<file path="src/hdl/rgbncc_pkg.sv">
// Shared types and constants for the RGB nearest-color classifier.
// Item and result structs, controller/datapath command and status groups.
// No dependencies.
`default_nettype none

package rgbncc_pkg;

  localparam int NUM_REF_REGS = 6;
  localparam int CFG_INDEX_W  = 3;
  localparam int CFG_DATA_W   = 48;
  localparam int DIST_W       = 34;

  localparam logic [CFG_INDEX_W-1:0] REG_THRESHOLD    = 3'd6;
  localparam logic [CFG_INDEX_W-1:0] REG_SAMPLE_COUNT = 3'd7;

  localparam logic [2:0] CODE_UNKNOWN = 3'd6;

  localparam logic [DIST_W-1:0] THRESHOLD_RESET    = 34'd85899346;
  localparam logic [7:0]        SAMPLE_COUNT_RESET = 8'd8;

  // channel / step select shared by divider and distance sequence
  localparam logic [1:0] CH_RED   = 2'd0;
  localparam logic [1:0] CH_GREEN = 2'd1;
  localparam logic [1:0] CH_BLUE  = 2'd2;
  localparam logic [1:0] CH_CMP   = 2'd3;

  typedef struct packed {
    logic [15:0] red_count;
    logic [15:0] green_count;
    logic [15:0] blue_count;
    logic [15:0] clear_count;
    logic        burst_start;
  } in_t;

  typedef struct packed {
    logic [2:0]        color_code;
    logic [DIST_W-1:0] best_distance;
    logic              matched;
  } out_t;

  typedef struct packed {
    logic       accept;
    logic       div_load;
    logic       div_step;
    logic       div_last;
    logic       dist_step;
    logic       out_load;
    logic [1:0] ch;
    logic [2:0] ref_idx;
  } cmd_t;

  typedef struct packed {
    logic may_complete;
    logic start_flag;
    logic clear_zero;
  } status_t;

endpackage

`default_nettype wire

</file>
<file path="src/hdl/rgbncc_datapath.sv">
// Datapath: burst accumulators, config registers, shared restoring divider,
// squared-distance unit with running minimum, result register.
// Depends on rgbncc_pkg.
`default_nettype none

module rgbncc_datapath #(
  parameter int FRACTION_BITS = 16
) (
  input  wire                                     clk,
  input  wire                                     rst,
  input  rgbncc_pkg::in_t                         in_data,
  input  wire                                     cfg_valid,
  input  wire  [rgbncc_pkg::CFG_INDEX_W-1:0]      cfg_index,
  input  wire  [rgbncc_pkg::CFG_DATA_W-1:0]       cfg_data,
  input  rgbncc_pkg::cmd_t                        cmd,
  output rgbncc_pkg::status_t                     status,
  output rgbncc_pkg::out_t                        out_data
);

  localparam int F  = FRACTION_BITS;
  localparam int DW = 2 * FRACTION_BITS + 2;

  logic [47:0] ref_color [rgbncc_pkg::NUM_REF_REGS];
  logic [rgbncc_pkg::DIST_W-1:0] threshold;
  logic [7:0] sample_count;

  logic        collecting;
  logic [7:0]  readings_taken;
  logic [23:0] red_sum, green_sum, blue_sum, clear_sum;

  logic [23:0]  rem;
  logic [F-1:0] quo;
  logic         sat;
  logic [F-1:0] rn, gn, bn;

  logic [2*F-1:0] sq;
  logic [DW-1:0]  acc;
  logic [DW-1:0]  best;
  logic [2:0]     best_code;

  logic [7:0]   rd_inc, need;
  logic [23:0]  num;
  logic [24:0]  sh;
  logic         ge;
  logic [F-1:0] quo_next;
  logic [47:0]  ref_word;
  logic [F-1:0] ref_field, norm, diff;
  logic [DW-1:0] total;

  assign rd_inc = readings_taken + 8'd1;
  assign need   = (sample_count == 8'd0) ? 8'd1 : sample_count;

  assign status.may_complete = collecting && (rd_inc >= need);
  assign status.start_flag   = in_data.burst_start;
  assign status.clear_zero   = (clear_sum == 24'd0);

  // configuration
  always_ff @(posedge clk) begin
    if (rst) begin
      for (int i = 0; i < rgbncc_pkg::NUM_REF_REGS; i++) begin
        ref_color[i] <= '0;
      end
      threshold    <= rgbncc_pkg::THRESHOLD_RESET;
      sample_count <= rgbncc_pkg::SAMPLE_COUNT_RESET;
    end else if (cfg_valid) begin
      unique case (cfg_index)
        rgbncc_pkg::REG_THRESHOLD: begin
          threshold <= cfg_data[rgbncc_pkg::DIST_W-1:0];
        end
        rgbncc_pkg::REG_SAMPLE_COUNT: begin
          sample_count <= cfg_data[7:0];
        end
        default: begin
          ref_color[cfg_index] <= cfg_data;
        end
      endcase
    end
  end

  // burst accumulation
  always_ff @(posedge clk) begin
    if (rst) begin
      collecting     <= 1'b0;
      readings_taken <= '0;
      red_sum        <= '0;
      green_sum      <= '0;
      blue_sum       <= '0;
      clear_sum      <= '0;
    end else if (cmd.accept) begin
      if (in_data.burst_start) begin
        collecting     <= 1'b1;
        readings_taken <= '0;
        red_sum        <= '0;
        green_sum      <= '0;
        blue_sum       <= '0;
        clear_sum      <= '0;
      end else if (collecting) begin
        red_sum        <= red_sum + 24'(in_data.red_count);
        green_sum      <= green_sum + 24'(in_data.green_count);
        blue_sum       <= blue_sum + 24'(in_data.blue_count);
        clear_sum      <= clear_sum + 24'(in_data.clear_count);
        readings_taken <= rd_inc;
        if (rd_inc >= need) begin
          collecting <= 1'b0;
        end
      end
    end
  end

  // restoring divider, one quotient bit per step; num >= den saturates
  always_comb begin
    case (cmd.ch)
      rgbncc_pkg::CH_RED:   num = red_sum;
      rgbncc_pkg::CH_GREEN: num = green_sum;
      rgbncc_pkg::CH_BLUE:  num = blue_sum;
      default:              num = '0;
    endcase
    sh       = {rem, 1'b0};
    ge       = (sh >= {1'b0, clear_sum});
    quo_next = {quo[F-2:0], ge};
  end

  always_ff @(posedge clk) begin
    if (cmd.div_load) begin
      rem <= num;
      sat <= (num >= clear_sum);
      quo <= '0;
    end else if (cmd.div_step) begin
      rem <= ge ? 24'(sh - {1'b0, clear_sum}) : sh[23:0];
      quo <= quo_next;
      if (cmd.div_last) begin
        case (cmd.ch)
          rgbncc_pkg::CH_RED:   rn <= sat ? '1 : quo_next;
          rgbncc_pkg::CH_GREEN: gn <= sat ? '1 : quo_next;
          rgbncc_pkg::CH_BLUE:  bn <= sat ? '1 : quo_next;
          default: ;
        endcase
      end
    end
  end

  // distance: square one channel per cycle, accumulate, compare on last step
  always_comb begin
    ref_word = (cmd.ref_idx < 3'(rgbncc_pkg::NUM_REF_REGS)) ? ref_color[cmd.ref_idx] : '0;
    case (cmd.ch)
      rgbncc_pkg::CH_RED: begin
        ref_field = ref_word[32 +: F];
        norm      = rn;
      end
      rgbncc_pkg::CH_GREEN: begin
        ref_field = ref_word[16 +: F];
        norm      = gn;
      end
      rgbncc_pkg::CH_BLUE: begin
        ref_field = ref_word[0 +: F];
        norm      = bn;
      end
      default: begin
        ref_field = '0;
        norm      = '0;
      end
    endcase
    diff  = (norm > ref_field) ? norm - ref_field : ref_field - norm;
    total = acc + DW'(sq);
  end

  always_ff @(posedge clk) begin
    if (cmd.dist_step) begin
      sq <= diff * diff;
      case (cmd.ch)
        rgbncc_pkg::CH_GREEN: acc <= DW'(sq);
        rgbncc_pkg::CH_BLUE:  acc <= total;
        rgbncc_pkg::CH_CMP: begin
          if (cmd.ref_idx == 3'd0 || total < best) begin
            best      <= total;
            best_code <= cmd.ref_idx;
          end
        end
        default: ;
      endcase
    end
  end

  // result register
  always_ff @(posedge clk) begin
    if (cmd.out_load) begin
      if (status.clear_zero) begin
        out_data.color_code    <= rgbncc_pkg::CODE_UNKNOWN;
        out_data.best_distance <= '0;
        out_data.matched       <= 1'b0;
      end else if (rgbncc_pkg::DIST_W'(best) <= threshold) begin
        out_data.color_code    <= best_code;
        out_data.best_distance <= rgbncc_pkg::DIST_W'(best);
        out_data.matched       <= 1'b1;
      end else begin
        out_data.color_code    <= rgbncc_pkg::CODE_UNKNOWN;
        out_data.best_distance <= rgbncc_pkg::DIST_W'(best);
        out_data.matched       <= 1'b0;
      end
    end
  end

endmodule

`default_nettype wire

</file>
<file path="src/hdl/rgbncc_ctrl.sv">
// Controller: input/output handshake, division and distance sequencing.
// Drives the datapath through cmd_t, watches status_t. Depends on rgbncc_pkg.
`default_nettype none

module rgbncc_ctrl #(
  parameter int NUM_REFERENCES = 6,
  parameter int FRACTION_BITS  = 16
) (
  input  wire                 clk,
  input  wire                 rst,
  input  wire                 in_valid,
  output logic                in_ready,
  output logic                out_valid,
  input  wire                 out_ready,
  input  rgbncc_pkg::status_t status,
  output rgbncc_pkg::cmd_t    cmd
);

  localparam int REFS_USED = (NUM_REFERENCES > rgbncc_pkg::NUM_REF_REGS) ?
                             rgbncc_pkg::NUM_REF_REGS : NUM_REFERENCES;
  localparam int BW = $clog2(FRACTION_BITS);

  localparam logic [2:0] S_IDLE  = 3'd0;
  localparam logic [2:0] S_DLOAD = 3'd1;
  localparam logic [2:0] S_DSTEP = 3'd2;
  localparam logic [2:0] S_DIST  = 3'd3;
  localparam logic [2:0] S_DONE  = 3'd4;

  logic [2:0]    state, state_next;
  logic [1:0]    ch, ch_next;
  logic [BW-1:0] bitcnt, bitcnt_next;
  logic [2:0]    ref_idx, ref_idx_next;
  logic          accept;

  assign in_ready = (state == S_IDLE) && !(out_valid && status.may_complete);
  assign accept   = in_valid && in_ready;

  always_comb begin
    state_next   = state;
    ch_next      = ch;
    bitcnt_next  = bitcnt;
    ref_idx_next = ref_idx;
    cmd          = '0;
    cmd.accept   = accept;
    cmd.ch       = ch;
    cmd.ref_idx  = ref_idx;
    unique case (state)
      S_IDLE: begin
        if (accept && status.may_complete && !status.start_flag) begin
          state_next = S_DLOAD;
          ch_next    = rgbncc_pkg::CH_RED;
        end
      end
      S_DLOAD: begin
        if (status.clear_zero) begin
          state_next = S_DONE;
        end else begin
          cmd.div_load = 1'b1;
          bitcnt_next  = '0;
          state_next   = S_DSTEP;
        end
      end
      S_DSTEP: begin
        cmd.div_step = 1'b1;
        if (bitcnt == BW'(FRACTION_BITS - 1)) begin
          cmd.div_last = 1'b1;
          if (ch == rgbncc_pkg::CH_BLUE) begin
            ch_next      = rgbncc_pkg::CH_RED;
            ref_idx_next = '0;
            state_next   = S_DIST;
          end else begin
            ch_next    = ch + 2'd1;
            state_next = S_DLOAD;
          end
        end else begin
          bitcnt_next = bitcnt + BW'(1);
        end
      end
      S_DIST: begin
        cmd.dist_step = 1'b1;
        if (ch == rgbncc_pkg::CH_CMP) begin
          ch_next = rgbncc_pkg::CH_RED;
          if (ref_idx == 3'(REFS_USED - 1)) begin
            state_next = S_DONE;
          end else begin
            ref_idx_next = ref_idx + 3'd1;
          end
        end else begin
          ch_next = ch + 2'd1;
        end
      end
      S_DONE: begin
        if (!out_valid || out_ready) begin
          cmd.out_load = 1'b1;
          state_next   = S_IDLE;
        end
      end
      default: begin
        state_next = S_IDLE;
      end
    endcase
  end

  always_ff @(posedge clk) begin
    if (rst) begin
      state     <= S_IDLE;
      ch        <= '0;
      bitcnt    <= '0;
      ref_idx   <= '0;
      out_valid <= 1'b0;
    end else begin
      state   <= state_next;
      ch      <= ch_next;
      bitcnt  <= bitcnt_next;
      ref_idx <= ref_idx_next;
      if (cmd.out_load) begin
        out_valid <= 1'b1;
      end else if (out_ready) begin
        out_valid <= 1'b0;
      end
    end
  end

endmodule

`default_nettype wire

</file>
<file path="src/hdl/rgb_nearest_color_classifier_core.sv">
// Top level of the RGB nearest-color classifier.
// Instantiates rgbncc_ctrl and rgbncc_datapath; depends on rgbncc_pkg.
//
// Usage:
//   in_*   : one raw sensor reading per transfer. A reading with burst_start
//            clears the sums and is dropped; the next sample_count readings
//            are summed. Readings outside a burst are dropped.
//   out_*  : one classification per completed burst (code, distance, match).
//   cfg_*  : register writes, index 0..7; cfg_ready is always high.
// Throughput: readings that do not end a burst are taken one per cycle. The
//   reading that ends a burst starts a sequence, with in_ready low: red, green
//   and blue are divided by the clear sum in the shared one-bit-per-cycle
//   divider, the squared distance to each of the first min(NUM_REFERENCES,6)
//   references is taken, then the result register is loaded and out_valid
//   rises (a zero clear sum skips straight to the load).
// Stall: the result register holds while out_ready is low; readings keep
//   being taken, except one that would end the next burst, which waits.
// Reset (rst, synchronous): registers to their defaults, no burst open,
//   no result pending.
`default_nettype none

module rgb_nearest_color_classifier_core #(
  parameter int NUM_REFERENCES = 6,
  parameter int FRACTION_BITS  = 16
) (
  input  wire                                clk,
  input  wire                                rst,
  input  wire                                in_valid,
  output logic                               in_ready,
  input  rgbncc_pkg::in_t                    in_data,
  output logic                               out_valid,
  input  wire                                out_ready,
  output rgbncc_pkg::out_t                   out_data,
  input  wire                                cfg_valid,
  output logic                               cfg_ready,
  input  wire  [rgbncc_pkg::CFG_INDEX_W-1:0] cfg_index,
  input  wire  [rgbncc_pkg::CFG_DATA_W-1:0]  cfg_data
);

  rgbncc_pkg::cmd_t    cmd;
  rgbncc_pkg::status_t status;

  assign cfg_ready = 1'b1;

  rgbncc_ctrl #(
    .NUM_REFERENCES (NUM_REFERENCES),
    .FRACTION_BITS  (FRACTION_BITS)
  ) u_ctrl (
    .clk       (clk),
    .rst       (rst),
    .in_valid  (in_valid),
    .in_ready  (in_ready),
    .out_valid (out_valid),
    .out_ready (out_ready),
    .status    (status),
    .cmd       (cmd)
  );

  rgbncc_datapath #(
    .FRACTION_BITS (FRACTION_BITS)
  ) u_datapath (
    .clk       (clk),
    .rst       (rst),
    .in_data   (in_data),
    .cfg_valid (cfg_valid),
    .cfg_index (cfg_index),
    .cfg_data  (cfg_data),
    .cmd       (cmd),
    .status    (status),
    .out_data  (out_data)
  );

endmodule

`default_nettype wire

</file>
<file path="config.mk">
export PLATFORM = sky130hd
export DESIGN_NAME = rgb_nearest_color_classifier_core
export DESIGN_NICKNAME = d
export VERILOG_FILES = /design/src/hdl/rgbncc_pkg.sv /design/src/hdl/rgbncc_datapath.sv /design/src/hdl/rgbncc_ctrl.sv /design/src/hdl/rgb_nearest_color_classifier_core.sv
export SDC_FILE = /design/constraint.sdc
export NUM_CORES = 2
export LEC_CHECK = 0
export ABC_CLOCK_PERIOD_IN_PS = 9550
export BUFFER_PORTS_ARGS = -buffer_cell sky130_fd_sc_hd__buf_4
export CAP_MARGIN = 30
export CORE_UTILIZATION = 35
export DETAILED_ROUTE_END_ITERATION = 16
export PLACE_DENSITY = 0.5
export SETUP_SLACK_MARGIN = 0.05
export SLEW_MARGIN = 25
export SYNTH_ARGS = -nofsm -noshare
export SYNTH_HDL_FRONTEND = slang
export SYNTH_HIERARCHICAL = 1
export SYNTH_SLANG_ARGS = --single-unit
</file>
<file path="constraint.sdc">
create_clock -name clk -period 9.55 [get_ports clk]
set_clock_uncertainty 0.1 [all_clocks]
set_input_delay 1.4325 -clock clk [delete_from_list [all_inputs] [get_ports clk]]
set_output_delay 1.4325 -clock clk [all_outputs]
set_load 0.01 [all_outputs]
</file>
# Yosys cells after proc, flatten, opt, wreduce, memory -nomap -nowiden

Memories as Yosys holds them, arrays and structs flattened. A register that Yosys moved wholly into a read port is not among the register bits.
Index checks and enable logic that the tools add are counted.

Bits in registers: 389
Memory bits (writable): 288
Input port bits: 121
Output and inout bits: 41
Logic and storage cells: 173
Memories: 1

Add/sub/neg operators: 12
Multiply operators: 1
Order comparisons: 7
Eq/ne operators: 20
Muxes and demuxes: 66
Bitwise logic cells: 2
Reductions and logical operators: 38

Memory list:

| memory               | words | bits a word | rd ports | clocked after memory_dff | write ports | line                  | text |
|---|---|---|---|---|---|---|---|
| u_datapath.ref_color | 6     | 48          | 1        | 1                        | 6           | rgbncc_datapath.sv:23 | `logic [47:0] ref_color [rgbncc_pkg::NUM_REF_REGS];` |

Operators with widths:

| operator                                   | count |
|---|---|
| 2-to-1 mux 24 bit                          | 11 |
| adder 24 x 16 -> 24 bit                    | 4 |
| 2-to-1 mux 48 bit                          | 2 |
| case mux 16 bit (3 select lines)           | 2 |
| case mux 24 bit (3 select lines)           | 1 |
| case mux 34 bit (2 select lines)           | 1 |
| OR reduction 48 bit                        | 1 |
| 2-to-1 mux 3 bit                           | 13 |
| adder 34 x 32 -> 34 bit                    | 1 |
| <= comparator 34 bit                       | 1 |
| < comparator 34 bit                        | 1 |
| multiplier 16 x 16 -> 32 bit               | 1 |
| 2-to-1 mux 16 bit                          | 2 |
| subtractor 16 bit                          | 2 |
| >= comparator 25 x 24 -> 1 bit             | 1 |
| >= comparator 24 bit                       | 1 |
| zero test 24 bit                           | 1 |
| 2-to-1 mux 8 bit                           | 3 |
| subtractor 24 bit                          | 1 |
| 2-to-1 mux 1 bit                           | 19 |
| > comparator 16 bit                        | 1 |
| case mux 3 bit (5 select lines)            | 1 |
| equality test 3 bit, second input constant | 4 |
| 2-to-1 mux 2 bit                           | 6 |
| 31 further kinds                           | 65 |

# Longest topological paths before layout

Depth after elaboration: 12
Depth in mapped cells: 48
Mapped depth without buffers: 43

# Hierarchy

Netlist, hierarchy kept.

By module, submodules not included:

| module                            | instances | cells each | area each (um^2) | seq. area each (um^2) |
|---|---|---|---|---|
| rgbncc_datapath                   | 1         | 4,223      | 43,240.2         | 18,287.5 |
| rgbncc_ctrl                       | 1         | 99         | 865.8            | 260.2 |
| rgb_nearest_color_classifier_core | 1         | 2          | 11.3             | 0.0 |

# Least setup slack after synthesis

Ideal clock, no wire load.

Path type: reg-to-reg
Start point: reg u_ctrl.ref_idx[0]
End point: reg u_datapath.sq[28] (data pin)
Setup time: 0.259 ns
Data arrival time: 10.072 ns
Required time: 9.191 ns
Setup slack: -0.881 ns
Stages on the path, launching flop included: 44
Buffers on the path: 7
Clock period less this slack: 10.431 ns
Path through: dfxtp_1 > buf_2 > buf_2 > buf_1 > mux2i_1 > a221oi_1 > a21oi_1 > a221o_1 > ha_1 > buf_6 > a211oi_2 > nor2_1 > a211oi_2 > o21ai_1 > a221o_1 > o41ai_2 > buf_8 > buf_12 > (+8 left out) > fa_1 > inv_1 > fa_1 > inv_1 > fa_1 > inv_1 > fa_1 > inv_1 > ha_1 > and4_1 > a31o_2 > o21ai_0 > o21ai_0 > a211oi_1 > o211ai_1 > a31oi_1 > o21ai_0 > xnor2_1

Word-level cells in the longest chain between the ends: 6
Elaborated cells on any way between the ends: 8
Classes of those cells: add/sub: 2; mul: 1; order compare: 2; mux: 3

Ends and longest elaborated chain:

| item                                                     | line                   | text |
|---|---|---|
| start, declared                                          | rgbncc_ctrl.sv:32      | `logic [2:0] ref_idx, ref_idx_next;` |
| start signal, assigned                                   | rgbncc_ctrl.sv:115     | `ref_idx <= ref_idx_next;` |
| < comparator 3 bit *                                     | rgbncc_datapath.sv:144 | `ref_word = (cmd.ref_idx < 3'(rgbncc_pkg::NUM_REF_REGS)) ? ref_color[cmd.ref_idx] : '0;` |
| 2-to-1 mux 48 bit *                                      | rgbncc_datapath.sv:144 |  |
| case mux 16 bit (3 select lines) *                       | rgbncc_datapath.sv:145 | `case (cmd.ch)` |
| subtractor 16 bit or > comparator 16 bit (tied branches) | rgbncc_datapath.sv:163 | `diff = (norm > ref_field) ? norm - ref_field : ref_field - norm;` |
| 2-to-1 mux 16 bit *                                      | rgbncc_datapath.sv:163 |  |
| multiplier 16 x 16 -> 32 bit *                           | rgbncc_datapath.sv:169 | `sq <= diff * diff;` |
| end signal, assigned                                     | rgbncc_datapath.sv:169 |  |
| end, declared                                            | rgbncc_datapath.sv:36  | `logic [2*F-1:0] sq;` |

Every way passes the cells marked *; elsewhere a longest branch is shown, timed or not.
A chain may end at the register's enable or synchronous reset.

# Worst setup path in the final report

Start point: reg u_ctrl.ref_idx[0]
End point: reg u_datapath.sq[29] (data pin)

Same word-level chain as after synthesis.

==> metrics.txt <==
# TYPE chip_impl_metric gauge
chip_impl_info{name="outcome",value="finished, violations left"} 1
chip_impl_info{name="failing_checks",value="negative setup slack"} 1
chip_impl_metric{name="edff_count_synth",unit=""} 501
chip_impl_metric{name="ff2ff_path_depth",unit=""} 40
chip_impl_metric{name="syn_area_per_cell",unit="um^2"} 10.20
chip_impl_metric{name="preCtsSetupSlack",unit="ns"} -0.3759
chip_impl_metric{name="async_flop_share",unit="%"} 0
chip_impl_info{name="hp-class",value="flip-flop to flip-flop"} 1
chip_impl_metric{name="max-clock-path-buffers",unit=""} 3
chip_impl_metric{name="die_area",unit="um^2"} 127500
chip_impl_metric{name="postSynthRegisterBits",unit=""} 676
chip_impl_metric{name="number_of_drc_violations_after_detailed_routing_iteration_0",unit=""} 2863
chip_impl_metric{name="finish.utilization",unit="%"} 43.06
chip_impl_metric{name="grt_use_met1",unit="%"} 30.28
chip_impl_metric{name="largest_fanout_on_the_critical_path",unit=""} 7
chip_impl_metric{name="synthesis.instances",unit=""} 4324
chip_impl_info{name="clk_root_buffer_cell",value="sky130_fd_sc_hd__clkbuf_16"} 1
chip_impl_metric{name="grt-ovfl-total",unit=""} 0
chip_impl_metric{name="dp_hpwl",unit="um"} 101300
chip_impl_metric{name="postRouteWirelength",unit="um"} 138800
chip_impl_metric{name="die_height",unit="um"} 357.0
chip_impl_info{name="cts_tree",value="done"} 1
chip_impl_metric{name="first_global_vias",unit=""} 33580
chip_impl_metric{name="drt-pass1-iter-count",unit=""} 8
chip_impl_metric{name="timing_max_transition_violations_final",unit=""} 0
chip_impl_metric{name="hold_slack",unit="ns"} 0.3556
chip_impl_metric{name="peak_supply_drop",unit="uV"} 1793
chip_impl_metric{name="synth_warnings",unit=""} 6
chip_impl_info{name="synth.top_cells.by_area",value="sky130_fd_sc_hd__edfxtp_1 34%, sky130_fd_sc_hd__ha_1 10%, sky130_fd_sc_hd__dfxtp_1 7.9%"} 1
chip_impl_metric{name="min_delay_path_depth",unit=""} 2
chip_impl_info{name="start_kind",value="flip-flop"} 1
chip_impl_metric{name="finish.net_count",unit=""} 5416
chip_impl_metric{name="syn2layout_area_growth",unit="%"} 21.32
chip_impl_metric{name="grt_pass1_wl",unit="um"} 208800
chip_impl_metric{name="critical_path_arrival",unit="ns"} 9.99
chip_impl_metric{name="place_inst",unit=""} 6238
chip_impl_metric{name="share_of_post_route_cells_with_drive_strength_above_1",unit="%"} 20.21
chip_impl_metric{name="start_util",unit="%"} 35.50
chip_impl_metric{name="synth.yosys.seq_area_share",unit="%"} 42.04
chip_impl_metric{name="gp_congestion",unit=""} 0.8853
chip_impl_info{name="critPathSlowestCell",value="sky130_fd_sc_hd__fa_1"} 1
chip_impl_metric{name="placement.cell_area",unit="um^2"} 49250
chip_impl_metric{name="detail-route-antenna-nets",unit=""} 0
chip_impl_metric{name="die_width",unit="um"} 357.0
chip_impl_metric{name="synth.lib_cells_used.distinct",unit=""} 98
chip_impl_info{name="synth_flop_cell",value="sky130_fd_sc_hd__edfxtp_1"} 1
chip_impl_metric{name="r2r_setup_slack",unit="ns"} -0.14
chip_impl_info{name="most_common_cell_after_layout_fill_and_taps_aside",value="sky130_fd_sc_hd__nor2_1"} 1
chip_impl_metric{name="io_buffers",unit=""} 160
chip_impl_metric{name="design.core.area",unit="um^2"} 124300
chip_impl_metric{name="number_of_clock_sinks_seen_by_cts",unit=""} 676
chip_impl_metric{name="normalized_max_slew_margin",unit="%"} 38.44
chip_impl_metric{name="yosys.area.top_type_share",unit="%"} 34.10
chip_impl_metric{name="final.min_clock_period",unit="ns"} 9.690
chip_impl_info{name="worst_hold_path.endpoint",value="u_datapath/threshold[8]$_SDFFE_PP0P_"} 1
chip_impl_metric{name="setup_total_negative_slack",unit="ns"} -0.4340
chip_impl_info{name="hold_path_startpoint",value="u_datapath/threshold[8]$_SDFFE_PP0P_"} 1
chip_impl_metric{name="max_stage_delay",unit="ns"} 0.55
chip_impl_metric{name="use_met3",unit="%"} 3.459
chip_impl_info{name="most_frequent_cells_in_the_layout",value="531 x sky130_fd_sc_hd__nor2_1, 501 x sky130_fd_sc_hd__edfxtp_1, 486 x sky130_fd_sc_hd__buf_4, 462 x sky130_fd_sc_hd__inv_1, 374 x sky130_fd_sc_hd__nand2_1"} 1
chip_impl_info{name="grt_setup_unrepaired",value="yes"} 1
chip_impl_metric{name="worst-slew-pin-transition",unit="ns"} 0.9192
chip_impl_metric{name="grt_antenna_before_repair",unit=""} 9
chip_impl_metric{name="std_cell_rows",unit=""} 129
chip_impl_metric{name="fmax",unit="GHz"} 0.1032
chip_impl_metric{name="cts_max_level",unit=""} 3
chip_impl_info{name="worst_r2r_endpoint",value="u_datapath/sq[29]$_DFFE_PP_"} 1
chip_impl_metric{name="floorplan.io_pins",unit=""} 162
chip_impl_metric{name="worst-endpoint-required",unit="ns"} 9.85
chip_impl_metric{name="report.final.setup_viol",unit=""} 6
chip_impl_metric{name="power_per_cell_area",unit="nW/um^2"} 435.7
chip_impl_metric{name="finalHoldViolations",unit=""} 0
chip_impl_metric{name="post-route-period-util",unit="%"} 101.5
chip_impl_metric{name="max_cap_viols",unit=""} 0
chip_impl_metric{name="layout_setup_ws",unit="ns"} -0.1397
chip_impl_metric{name="post_synth_instance_area",unit="um^2"} 44120
chip_impl_info{name="reg2reg_from",value="u_ctrl/ref_idx[0]$_SDFFE_PP0P_"} 1
chip_impl_info{name="crit_type",value="flip-flop to flip-flop"} 1
chip_impl_metric{name="syn_nets",unit=""} 4979
chip_impl_metric{name="final_cell_count_no_fill",unit=""} 6467
chip_impl_metric{name="use_met2",unit="%"} 35.13
chip_impl_metric{name="maximum_number_of_pins_on_one_net_before_global_route_repair",unit=""} 69
chip_impl_metric{name="clk_transition_reported_paths",unit="ns"} 0.06
chip_impl_metric{name="grt.total_usage",unit="%"} 21.61
chip_impl_metric{name="num_vias",unit=""} 33700
chip_impl_metric{name="postCtsHoldBufs",unit=""} 0
chip_impl_metric{name="clock_latency",unit="ns"} 0.66
chip_impl_metric{name="finalPower",unit="mW"} 23.32
chip_impl_metric{name="wl_per_cell",unit="um"} 21.47
chip_impl_info{name="cpMostUsedCell",value="sky130_fd_sc_hd__fa_1"} 1
chip_impl_info{name="category_of_the_worst_setup_path_capture_point",value="flip-flop"} 1
chip_impl_metric{name="tritoncts.num_buffers",unit=""} 81
chip_impl_metric{name="total_leakage_power",unit="nW"} 22.32
chip_impl_info{name="globalRoute.busiestLayer",value="met2"} 1
chip_impl_metric{name="drt-vias-per-instance",unit=""} 5.210
chip_impl_metric{name="post_route_cell_area",unit="um^2"} 53520
chip_impl_info{name="synth_top_cell_by_area",value="sky130_fd_sc_hd__edfxtp_1"} 1
chip_impl_metric{name="remaining_drc_errors",unit=""} 0
## cell usage after synthesis, types with 35 or more instances
| master | number |
|---|---|
| sky130_fd_sc_hd__a21o_1 | 96 |
| sky130_fd_sc_hd__a21oi_1 | 261 |
| sky130_fd_sc_hd__a22oi_1 | 78 |
| sky130_fd_sc_hd__a31oi_1 | 48 |
| sky130_fd_sc_hd__clkbuf_1 | 124 |
| sky130_fd_sc_hd__dfxtp_1 | 175 |
| sky130_fd_sc_hd__edfxtp_1 | 501 |
| sky130_fd_sc_hd__fa_1 | 172 |
| sky130_fd_sc_hd__ha_1 | 362 |
| sky130_fd_sc_hd__inv_1 | 477 |
| sky130_fd_sc_hd__mux2_2 | 54 |
| sky130_fd_sc_hd__mux2i_1 | 63 |
| sky130_fd_sc_hd__nand2_1 | 386 |
| sky130_fd_sc_hd__nand2b_1 | 38 |
| sky130_fd_sc_hd__nand3_1 | 51 |
| sky130_fd_sc_hd__nor2_1 | 545 |
| sky130_fd_sc_hd__nor3_1 | 35 |
| sky130_fd_sc_hd__o21ai_0 | 99 |
| sky130_fd_sc_hd__xnor2_1 | 115 |
| sky130_fd_sc_hd__xor2_1 | 47 |
## worst max path at each step
stage	startpoint	to	depth (start not counted)	slack [ns]
detailed placement	u_ctrl/ref_idx[0]$_SDFFE_PP0P_	u_datapath/sq[30]$_DFFE_PP_	38	-0.38
global placement	u_ctrl/ref_idx[0]$_SDFFE_PP0P_	u_datapath/sq[30]$_DFFE_PP_	37	-0.19
CTS	u_ctrl/ref_idx[0]$_SDFFE_PP0P_	u_datapath/sq[29]$_DFFE_PP_	42	-0.06
finish	u_ctrl/ref_idx[0]$_SDFFE_PP0P_	u_datapath/sq[29]$_DFFE_PP_	40	-0.14
floorplan	u_ctrl/ch[1]$_SDFFE_PP0P_	u_datapath/sq[28]$_DFFE_PP_	44	0.05
global route	u_ctrl/ref_idx[0]$_SDFFE_PP0P_	u_datapath/sq[31]$_DFFE_PP_	46	-0.49
## worst max-delay path: cells and delay by family, from the launching register on
family                     cells  cell delay (ns)
muxes                          2             0.50
and+or+nand+nor                4             0.34
adders and majority gates      9             3.70
AOI/OAI and AO/OA             12             2.91
buffers and inverters         12             1.25
xor gates and xnor gates       1             0.26
DFF                            1             0.37
## timing repair
action,4_1_cts,5_1_grt
endpoints found under the hold margin,0,0
endpoints found under the setup margin,11,17
cloned,5,0
setup buffers,58,12
resized for setup,126,51
pin swaps,110,48
## layer usage
metal	wire [um]	share of wire (%)
met1	63670	46
met5	41	0.030
met2	64530	46
met4	2176	1.6
met3	8421	6.1
## kinds of logic (layout without fill, tap and decap cells)
logic type                 count (synthesis)  in the layout  share of synthesized area (%)
DFF                                      676            676                          42.04
xor gates and xnor gates                 173            173                          3.698
muxes                                    151            151                          4.506
AOI/OAI and AO/OA                        850            850                          13.04
other                                      1              2                       0.008500
and+or+nand+nor                         1269           1270                          12.68
adders and majority gates                534            534                          18.07
buffers and inverters                    670           1174                          5.956
## where the power goes
part / leakage, nW / internal, mW / total (mW) / switching [mW]
logic: 14.9 / 8.17 / 16.3 / 8.15
registers: 6.11 / 3.84 / 3.88 / 0.0404
clock network: 1.30 / 1.82 / 3.13 / 1.31
## flip-flops by register name, indices dropped and copies added (netlist names), 4 cells and up
register / cells
u_datapath/ref_color: 288
u_datapath/out_data: 38
u_datapath/acc: 34
u_datapath/best: 34
u_datapath/threshold: 34
u_datapath/sq: 31
u_datapath/blue_sum: 24
u_datapath/clear_sum: 24
u_datapath/green_sum: 24
u_datapath/red_sum: 24
u_datapath/rem: 24
u_datapath/bn: 16
u_datapath/gn: 16
u_datapath/rn: 16
u_datapath/quo: 15
u_datapath/readings_taken: 8
u_datapath/sample_count: 8
u_ctrl/bitcnt: 4
## layout make-up
cell class / instances / area [um^2]
clock buffers: 110 / 2232
inverters: 484 / 1827
diodes: 1 / 2.502
flip-flops and latches: 676 / 18560
well taps: 1637 / 2048
clock inverters: 41 / 444.2
multi-input cells: 2979 / 23870
repair buffers: 539 / 4533
fillers: 12060 / 70760
No activity file was read; power rests on OpenSTA's default activity.
